--- config.mk ---
export PLATFORM = sky130hd
export DESIGN_NAME = calendar_date_add_days
export DESIGN_NICKNAME = d
export VERILOG_FILES = /design/src/rtl/cdad_pkg.sv /design/src/rtl/calendar_date_add_days.sv
export SDC_FILE = /design/constraint.sdc
export NUM_CORES = 1
export LEC_CHECK = 0
export BUFFER_PORTS_ARGS = -buffer_cell sky130_fd_sc_hd__buf_2
export CAP_MARGIN = 20
export CORE_UTILIZATION = 35
export CTS_CLUSTER_SIZE = 8
export DETAILED_ROUTE_END_ITERATION = 8
export PLACE_DENSITY_LB_ADDON = 0.25
export RECOVER_POWER = 100
export SLEW_MARGIN = 5
export SYNTH_ARGS = -nofsm -noshare
export SYNTH_HDL_FRONTEND = slang
export SYNTH_SLANG_ARGS = --single-unit
--- constraint.sdc ---
create_clock -name clk -period 5.56 [get_ports clk]
set_input_delay 0.556 -clock clk [delete_from_list [all_inputs] [get_ports clk]]
set_output_delay 0.556 -clock clk [all_outputs]
set_load 0.05 [all_outputs]
--- src/rtl/cdad_pkg.sv ---
`timescale 1ns / 1ps

package cdad_pkg;

	// Field widths
	localparam int unsigned DAY_W   = 5;
	localparam int unsigned MONTH_W = 4;
	localparam int unsigned YEAR_W  = 14;
	localparam int unsigned COUNT_W = 16;

	// Calendar constants
	localparam logic [MONTH_W-1:0] MONTH_JAN = 4'd1;
	localparam logic [MONTH_W-1:0] MONTH_FEB = 4'd2;
	localparam logic [MONTH_W-1:0] MONTH_APR = 4'd4;
	localparam logic [MONTH_W-1:0] MONTH_JUN = 4'd6;
	localparam logic [MONTH_W-1:0] MONTH_SEP = 4'd9;
	localparam logic [MONTH_W-1:0] MONTH_NOV = 4'd11;
	localparam logic [MONTH_W-1:0] MONTH_DEC = 4'd12;

	localparam logic [DAY_W-1:0] LEN_NONE  = 5'd0;
	localparam logic [DAY_W-1:0] LEN_FEB   = 5'd28;
	localparam logic [DAY_W-1:0] LEN_LEAP  = 5'd29;
	localparam logic [DAY_W-1:0] LEN_SHORT = 5'd30;
	localparam logic [DAY_W-1:0] LEN_LONG  = 5'd31;

	localparam logic [YEAR_W-1:0] YEAR_CYCLE   = 14'd400;
	localparam logic [YEAR_W-1:0] YEAR_CENTURY = 14'd100;

	// Request and response payloads
	typedef struct packed {
		logic [DAY_W-1:0]   start_day;
		logic [MONTH_W-1:0] start_month;
		logic [YEAR_W-1:0]  start_year;
		logic [COUNT_W-1:0] day_count;
	} cdad_req_t;

	typedef struct packed {
		logic [DAY_W-1:0]   result_day;
		logic [MONTH_W-1:0] result_month;
		logic [YEAR_W-1:0]  result_year;
	} cdad_rsp_t;

	// Days in a month; invalid months and year zero have no days
	function automatic logic [DAY_W-1:0] month_length(
		input logic [MONTH_W-1:0] m,
		input logic               leap,
		input logic               year_zero
	);
		logic [DAY_W-1:0] len;
		len = LEN_LONG;
		if (year_zero) begin
			len = LEN_NONE;
		end else begin
			case (m) inside
				4'd0, [4'd13:4'd15]:                      len = LEN_NONE;
				MONTH_APR, MONTH_JUN, MONTH_SEP, MONTH_NOV: len = LEN_SHORT;
				MONTH_FEB:                                len = leap ? LEN_LEAP : LEN_FEB;
				default:                                  len = LEN_LONG;
			endcase
		end
		return len;
	endfunction

endpackage

--- src/rtl/calendar_date_add_days.sv ---
`timescale 1ns / 1ps

// Gregorian date advance: adds day_count days to the start date. A transaction is
// taken when start is high and busy is low; busy then stays high until the result
// is shown on result for the single cycle in which done is high. Results cannot be
// held off, so capture them on done. After the accepting edge the block first
// reduces the year modulo 400 by repeated compare-subtract of 400, then steps: each
// step crosses one month boundary or, when the count runs out inside a month, adds
// the rest of the count, and a final step with a zero count registers the result
// and raises done. The shared add/compare unit moves the date either to the first
// of the next month or by the rest of the count in each step. A zero count returns
// the start date as given.
module calendar_date_add_days
	import cdad_pkg::*;
(
	input  logic      clk,
	input  logic      arst_n,
	input  logic      start,
	output logic      busy,
	input  cdad_req_t item,
	output logic      done,
	output cdad_rsp_t result
);

	typedef enum logic [1:0] {
		ST_IDLE,
		ST_MOD,
		ST_STEP
	} state_t;

	state_t             state_q;
	logic [DAY_W-1:0]   day_q;
	logic [MONTH_W-1:0] month_q;
	logic [YEAR_W-1:0]  year_q;
	logic [COUNT_W-1:0] count_q;
	logic [YEAR_W-1:0]  r400_q;   // year first, then year mod 400
	logic               done_q;
	cdad_rsp_t          result_q;

	// Leap test from year mod 400
	logic             century;
	logic             leap;
	logic [DAY_W-1:0] len;
	logic [DAY_W:0]   room;
	logic             in_month;
	logic             take_rest;

	always_comb begin
		century = (r400_q == '0) || (r400_q == YEAR_CENTURY)
			|| (r400_q == YEAR_CENTURY + YEAR_CENTURY)
			|| (r400_q == YEAR_CYCLE - YEAR_CENTURY);
		leap      = ((year_q[1:0] == 2'b00) && !century) || (r400_q == '0);
		len       = month_length(month_q, leap, year_q == '0);
		in_month  = day_q < len;
		room      = {1'b0, len} - {1'b0, day_q};
		// the remaining count ends inside this month
		take_rest = count_q <= COUNT_W'(room);
	end

	// Sequencer and registered outputs
	always_ff @(posedge clk or negedge arst_n) begin
		if (!arst_n) begin
			state_q <= ST_IDLE;
			done_q  <= 1'b0;
		end else begin
			done_q <= 1'b0;
			case (state_q)
				ST_IDLE: begin
					if (start) begin
						day_q   <= item.start_day;
						month_q <= item.start_month;
						year_q  <= item.start_year;
						count_q <= item.day_count;
						r400_q  <= item.start_year;
						state_q <= ST_MOD;
					end
				end
				ST_MOD: begin
					if (r400_q >= YEAR_CYCLE) begin
						r400_q <= r400_q - YEAR_CYCLE;
					end else begin
						state_q <= ST_STEP;
					end
				end
				ST_STEP: begin
					if (count_q == '0) begin
						result_q.result_day   <= day_q;
						result_q.result_month <= month_q;
						result_q.result_year  <= year_q;
						done_q  <= 1'b1;
						state_q <= ST_IDLE;
					end else if (in_month && take_rest) begin
						day_q   <= day_q + count_q[DAY_W-1:0];
						count_q <= '0;
					end else begin
						// roll to the first of the next month
						day_q <= DAY_W'(1);
						if (in_month) begin
							count_q <= count_q - COUNT_W'(room) - COUNT_W'(1);
						end else begin
							count_q <= count_q - COUNT_W'(1);
						end
						if (month_q < MONTH_DEC) begin
							month_q <= month_q + MONTH_W'(1);
						end else begin
							month_q <= MONTH_JAN;
							year_q  <= year_q + YEAR_W'(1);
							if ((year_q == '1) || (r400_q == YEAR_CYCLE - YEAR_W'(1))) begin
								r400_q <= '0;
							end else begin
								r400_q <= r400_q + YEAR_W'(1);
							end
						end
					end
				end
				default: begin
					state_q <= ST_IDLE;
				end
			endcase
		end
	end

	assign busy   = state_q != ST_IDLE;
	assign done   = done_q;
	assign result = result_q;

`ifndef SYNTHESIS
	// a result only follows work in progress
	a_done_after_busy: assert property (@(posedge clk) disable iff (!arst_n)
		done |-> $past(busy))
		else $error("done without a transaction in progress");

	// the strobe lasts one cycle
	a_done_single: assert property (@(posedge clk) disable iff (!arst_n)
		done |=> !done)
		else $error("done held for more than one cycle");

	// an accepted transaction makes the block busy
	a_start_busy: assert property (@(posedge clk) disable iff (!arst_n)
		(start && !busy) |=> busy)
		else $error("busy not raised after accept");

	// the year residue stays reduced while stepping
	a_r400_range: assert property (@(posedge clk) disable iff (!arst_n)
		(state_q == ST_STEP) |-> (r400_q < YEAR_CYCLE))
		else $error("year residue out of range");

	// residue and year agree modulo 4
	a_r400_mod4: assert property (@(posedge clk) disable iff (!arst_n)
		(state_q == ST_STEP) |-> (r400_q[1:0] == year_q[1:0]))
		else $error("year residue out of step with year");
`endif

endmodule
==> impl_metrics.csv, run 1 <==
group,metric,value,unit
outcome,status,"completed",
finish,layout-drive-gt1-share,12.7,%
placement,hpwl,9.65,mm
sta,rsz0062_at_grt,"false",
sta,min_period,5220,ps
clock_tree,cts_buffer_depth,2,
clock_tree,clk_pin_slew,60,ps
power,peakVddDrop,0.000239,V
clock_tree,htreeDepth,3,
route,vias,4079,
synth,synth_nets,588,
floorplan,die_h,125,um
clock_tree,post_cts_buffers,0,
synth,synth_cell_types,61,
finish,antenna_cells,0,
sta,setup_viol,0,
setup_path,end_kind,"flop",
setup_path,critPathLaunchType,"flop",
clock_tree,insertion_delay,350,ps
route,firstDrtPassIters,6,
floorplan,num_rows,44,
power,combPwrFrac,51.4,%
finish,final_nets,657,
floorplan,core_area,14600,sq um
power,clkPwrFrac,17.6,%
clock_tree,root_buffer,"clkbuf_16",
grt,grt_pass1_vias,3996,
grt,grt_pass1_wl,20.7,mm
sta,whs,483,ps
setup_path,critPathMaxFanout,5,
power,p_sw,1530,uW
power,seqPwrFrac,30.9,%
finish,layout_common_cells,"76 x edfxtp_1, 56 x nor2_1, 43 x a21oi_1",
setup_path,worstPathRequired,5620,ps
sta,totalNegativeSetupSlack,0,ps
synth,synth_area_per_cell,10.3,sq um
power,p_int,2080,uW
floorplan,die-area,15500,sq um
placement,place.gp.congestion,0.916,
route,route.detailed.drc,0,
clock_tree,cts_buffers,9,
power,p_sw_share,42.5,%
sta,tightest_slew,1470,ps
grt,grt.overflow.total,0,
flow_run,cap_violations,0,
min_path,worstHoldPathType,"input port to flop",
sta,final-hold-violation-count,0,
grt,grt_max_degree,39,
power,p_per_area,594,nW/um^2
route,drt-total-wl,12.7,mm
setup_path,worst-setup-path-type,"flop to flop",
synth,async_flop_share,3.80,%
synth,seq_area_frac_synth,44.9,%
setup_path,path_cells,"or4_1, nor4b_1, nand4_1, nand3_1, a21oi_1, or3_1, ha_1, inv_1, fa_1, a21o_2, a21oi_1, xor2_1, ha_1, a21o_1, a21o_1, or4b_4, a2111oi_1, xnor2_1, a211oi_2",
synth,yosysWarnings,0,
finish,layout_commonest_cell,"edfxtp_1",
power,p_total,3610,uW
finish,area_growth,15.8,%
sta,fin_ws,339,ps
finish,register_area,2360,sq um
setup_path,worst_path_max_delay_cell,"or4_1",
finish,fill_cells,1424,
sta,max_clock_freq,192,MHz
placement,io_buffers,66,
clock_tree,cts_tree,"yes",
clock_tree,clock-sinks,79,
synth,syn_inst,508,
finish,multi_input_area,2690,sq um
route,post_drt_via_cell_ratio,5.33,
grt,antenna_found_initial,0,
route,antenna_left,0,
route,avgRoutedWirePerCell,16.6,um
floorplan,die_w,125,um
synth,synth_edf_count,76,
floorplan,num_io_pins,67,
power,leakage,0.00229,uW
setup_path,arrival,5280,ps
finish,post-route-util,41.7,%
synth,synth-seq-cells,79,
sta,drv_slew,0,
synth,syn_area,5250,sq um
grt,grt_usage,17.0,%
sta,fin_skew,9.75,ps
sta,min_period_over_period,93.9,%
sta,slew_headroom,1.88,%
setup_path,slowest_delay,610,ps
floorplan,start_util,36.0,%
route,first_iter_violations,256,
placement,post-place-ws,106,ps
synth,synthFlopType,"edfxtp_1",
[through the flow]
stage | area, sq um | std cells
global placement | 5820 | 747
CTS | 6140 | 764
floorplan | 5250 | 508
global route | 6080 | 766
detailed placement | 5820 | 747
finish | 6080 | 766
[area by class of cell]
class | instances | area share [%]
clock inverters | 5 | 1.34
clock buffers | 11 | 3.83
repair buffers | 78 | 6.09
multi-input cells | 376 | 44.2
inverters | 33 | 2.04
well taps | 184 | 3.78
flip-flops and latches | 79 | 38.7
[power groups by stage]
stage	Sequential [uW]	Clock, uW	Combinational, uW
2_1_floorplan	1050	0	1450
3_3_place_gp	1120	0	1840
3_5_place_dp	1130	0	1880
4_1_cts	1120	653	1890
5_1_grt	1140	673	2070
6_report	1120	638	1860
[flip-flops by register name (all words and copies together), names as in the netlist]
name     flops
result      23
year_q      14
month_q      4
day_q        5
state_q      2
r400_q      14
count_q     16
done         1
[Yosys cell counts, types with 6 or more instances]
| cell type | number | area share (%) |
|---|---|---|
| nand4_1 | 12 | 1.4 |
| o21ai_0 | 11 | 1.0 |
| xnor2_1 | 37 | 6.2 |
| clkbuf_1 | 17 | 1.2 |
| and3_1 | 7 | 0.83 |
| a21o_1 | 12 | 1.7 |
| nand2_1 | 21 | 1.5 |
| ha_1 | 35 | 8.3 |
| a22oi_1 | 7 | 1.0 |
| o2bb2ai_1 | 8 | 1.3 |
| nor2_1 | 56 | 4.0 |
| nand3_1 | 15 | 1.4 |
| xor2_1 | 16 | 2.7 |
| nand2b_1 | 8 | 0.95 |
| inv_1 | 32 | 2.3 |
| a211oi_1 | 8 | 1.1 |
| nor4_1 | 6 | 0.71 |
| nor3_1 | 8 | 0.76 |
| a21oi_1 | 43 | 4.1 |
| edfxtp_1 | 76 | 43 |
[metal layers]
metal	routed length [um]	GRT usage [%]	vias up	part of all wire, %
li1	-	-	2016	-
met1	6210	23.7	1946	49
met2	5660	25.5	101	44
met3	600	3.78	16	4.7
met4	258	6.87	0	2.0
met5	0	0	-	0
[worst max-delay path, delay by kind of cell (launching register included)]
kind                       cells  cell delay [ps]
xor gates and xnor gates       2              330
DFF                            1              390
AOI/OAI and AO/OA              7             1220
buffers and inverters          1               80
adders and majority gates      3              730
and+or+nand+nor                6             2180
[timing repair]
| action | in CTS | in global routing |
|---|---|---|
| hold endpoints to repair | 3 | 0 |
| endpoints found under the setup margin | 0 | 18 |
| resized for setup | 0 | 2 |
| hold buffers | 1 | 0 |
[kinds of logic (layout without fill, tap and decap cells)]
family | count (synthesis) | after routing | synth area share [%]
compound gates | 125 | 125 | 16.7
xor+xnor | 53 | 53 | 8.84
fa+ha+maj | 38 | 38 | 9.48
buf+inv | 53 | 127 | 3.86
flops | 79 | 79 | 44.9
mux | 7 | 7 | 1.38
simple gates | 153 | 153 | 14.8
[worst paths after layout]
kind                                start    endpoint  slack, ps  cells after the start
worst max-delay path            r400_q[9]  count_q[9]        340                     19
worst min register to register   day_q[3]  result[21]        520                      0
min in group asynchronous          arst_n  state_q[0]        590                      2
max in group asynchronous          arst_n        done       4760                      2
worst min-delay path              item[0]  count_q[0]        480                      2
worst max register to register  r400_q[9]  count_q[9]        340                     19
Power figures use the tool's default switching activity.
==> run 2, diff against run 1 <==
--- a/config.mk
+++ b/config.mk
@@ -8,6 +8,7 @@
 export BUFFER_PORTS_ARGS = -buffer_cell sky130_fd_sc_hd__buf_2
 export CAP_MARGIN = 20
 export CORE_UTILIZATION = 35
+export CTS_BUF_LIST = sky130_fd_sc_hd__clkbuf_8
 export CTS_CLUSTER_SIZE = 8
 export DETAILED_ROUTE_END_ITERATION = 8
 export PLACE_DENSITY_LB_ADDON = 0.25
==> run 2 against run 1 <==
Clock power decreased by 26%. Fmax fell by 0.22%. First-iteration DRC count fell by 7.8%. Sequential power hardly changed. Via count decreased by 0.29%. Total power is 4.7% lower. Die area stayed put. Worst setup slack worse by 12 ps. Critical path type unchanged.
==> impl_metrics.csv, run 2 (synthesis gave the netlist of run 1 again) <==
group,metric,value,unit
min_path,min_path_cells,2,
finish,largest_reg_flops,23,
finish,register_area,2360,sq um
sta,totalNegativeSetupSlack,0,ps
route,firstDrtPassIters,5,
power,peakVddDrop,0.000233,V
route,post_drt_via_cell_ratio,5.31,
setup_path,rr_worst_depth,19,
finish,antenna_cells,0,
sta,tightest_slew,1470,ps
finish,layout-drive-gt1-share,12.7,%
floorplan,num_io_pins,67,
clock_tree,clk_pin_slew,80,ps
setup_path,r2r-start,"r400_q[9]",
grt,grt.overflow.total,0,
min_path,worstHoldStart,"item[0]",
setup_path,worst-setup-path-type,"flop to flop",
sta,slew_headroom,1.70,%
sta,whs,455,ps
clock_tree,post_cts_buffers,0,
flow_run,cap_violations,0,
sta,min_period_over_period,94.1,%
finish,layout_commonest_cell,"edfxtp_1",
sta,setup_viol,0,
sta,rsz0062_at_grt,"false",
sta,final-hold-violation-count,0,
outcome,status,"completed",
grt,grt_usage,16.9,%
placement,place.gp.congestion,0.916,
setup_path,arrival,5320,ps
setup_path,worstPathRequired,5640,ps
route,route.detailed.drc,0,
sta,max_clock_freq,191,MHz
sta,drv_slew,0,
power,leakage,0.00225,uW
setup_path,critPathMaxFanout,5,
finish,final_nets,657,
clock_tree,insertion_delay,380,ps
clock_tree,cts_buffer_depth,2,
power,p_per_area,575,nW/um^2
floorplan,die_w,125,um
placement,hpwl,9.65,mm
floorplan,core_area,14600,sq um
min_path,whs_endpoint,"count_q[0]",
setup_path,critPathLaunchType,"flop",
route,antenna_left,0,
finish,fill_cells,1434,
sta,fin_skew,17.1,ps
route,first_iter_violations,236,
grt,grt_pass1_vias,3959,
grt,grt_max_degree,39,
grt,grt_pass1_wl,20.6,mm
floorplan,die-area,15500,sq um
min_path,worstHoldPathType,"input port to flop",
clock_tree,root_buffer,"clkbuf_8",
floorplan,num_rows,44,
setup_path,slowest_delay,610,ps
clock_tree,htreeDepth,3,
finish,multi_input_area,2690,sq um
finish,layout_common_cells,"76 x edfxtp_1, 56 x nor2_1, 43 x a21oi_1",
floorplan,start_util,36.0,%
route,drt-total-wl,12.7,mm
clock_tree,cts_tree,"yes",
setup_path,end_kind,"flop",
setup_path,path_cells,"or4_1, nor4b_1, nand4_1, nand3_1, a21oi_1, or3_1, ha_1, inv_1, fa_1, a21o_2, a21oi_1, xor2_1, ha_1, a21o_1, a21o_1, or4b_4, a2111oi_1, xnor2_1, a211oi_2",
setup_path,rrSetupSlack,330,ps
route,vias,4067,
clock_tree,clock-sinks,79,
clock_tree,cts_buffers,9,
setup_path,worst_path_max_delay_cell,"or4_1",
setup_path,r2r_end,"count_q[9]",
floorplan,die_h,125,um
route,avgRoutedWirePerCell,16.6,um
placement,io_buffers,66,
grt,antenna_found_initial,0,
sta,min_period,5230,ps
finish,area_growth,13.9,%
run 2: how the worst max path moves through the flow:
stage / from / to / slack (ps) / depth (start not counted)
after floorplan: r400_q[9] / year_q[0] / 130 / 20
after global placement: r400_q[9] / r400_q[13] / 300 / 19
after detailed placement: r400_q[9] / r400_q[13] / 110 / 19
after CTS: r400_q[9] / r400_q[13] / 100 / 19
after global routing: r400_q[9] / count_q[12] / 70 / 20
final: r400_q[9] / count_q[9] / 330 / 19
run 2: stage by stage:
stage          setup slack (ps)  util (%)  power, uW  instance area, sq um  instances
3_5_place_dp                106      39.9       3010                  5820        747
3_3_place_gp                297      39.9       2960                  5820        747
2_1_floorplan               126         -       2510                  5250        508
6_report                    327      41.0       3440                  5980        766
5_1_grt                    68.4      41.0       3720                  5980        766
4_1_cts                    99.4      41.4       3490                  6040        764
run 2: timing repair:
action,CTS,global route
setup endpoints to repair,0,18
gates resized for setup,0,2
hold buffers,1,0
endpoints found under the hold margin,3,0
run 2: area by class of cell:
| class | count | share of cell area (%) |
|---|---|---|
| Clock buffer | 9 | 2.07 |
| Clock inverter | 7 | 1.49 |
| Inverter | 33 | 2.07 |
| Multi-Input combinational cell | 376 | 44.9 |
| Sequential cell | 79 | 39.4 |
| Tap cell | 184 | 3.85 |
| Timing Repair Buffer | 78 | 6.19 |
run 2: per-layer routing:
layer  vias up  global-route usage [%]  part of all wire (%)  wire length (um)
met5         -                       0                     0                 0
met4         0                    6.66                   2.1               263
met3        20                    3.65                   4.8               614
met2       100                    25.4                    45              5670
met1      1935                    23.7                    48              6170
li1       2012                       -                     -                 -
run 2: critical path: cells and delay by family (launching register included):
kind	cells	cell delay [ps]
buf+inv	1	80
simple gates	6	2170
flops	1	400
fa+ha+maj	3	730
compound gates	7	1240
xor+xnor	2	330
run 2: where the power goes:
part,internal (uW),switching [uW]
registers,915,198
logic,766,1090
clock network,251,222
total,1930,1510
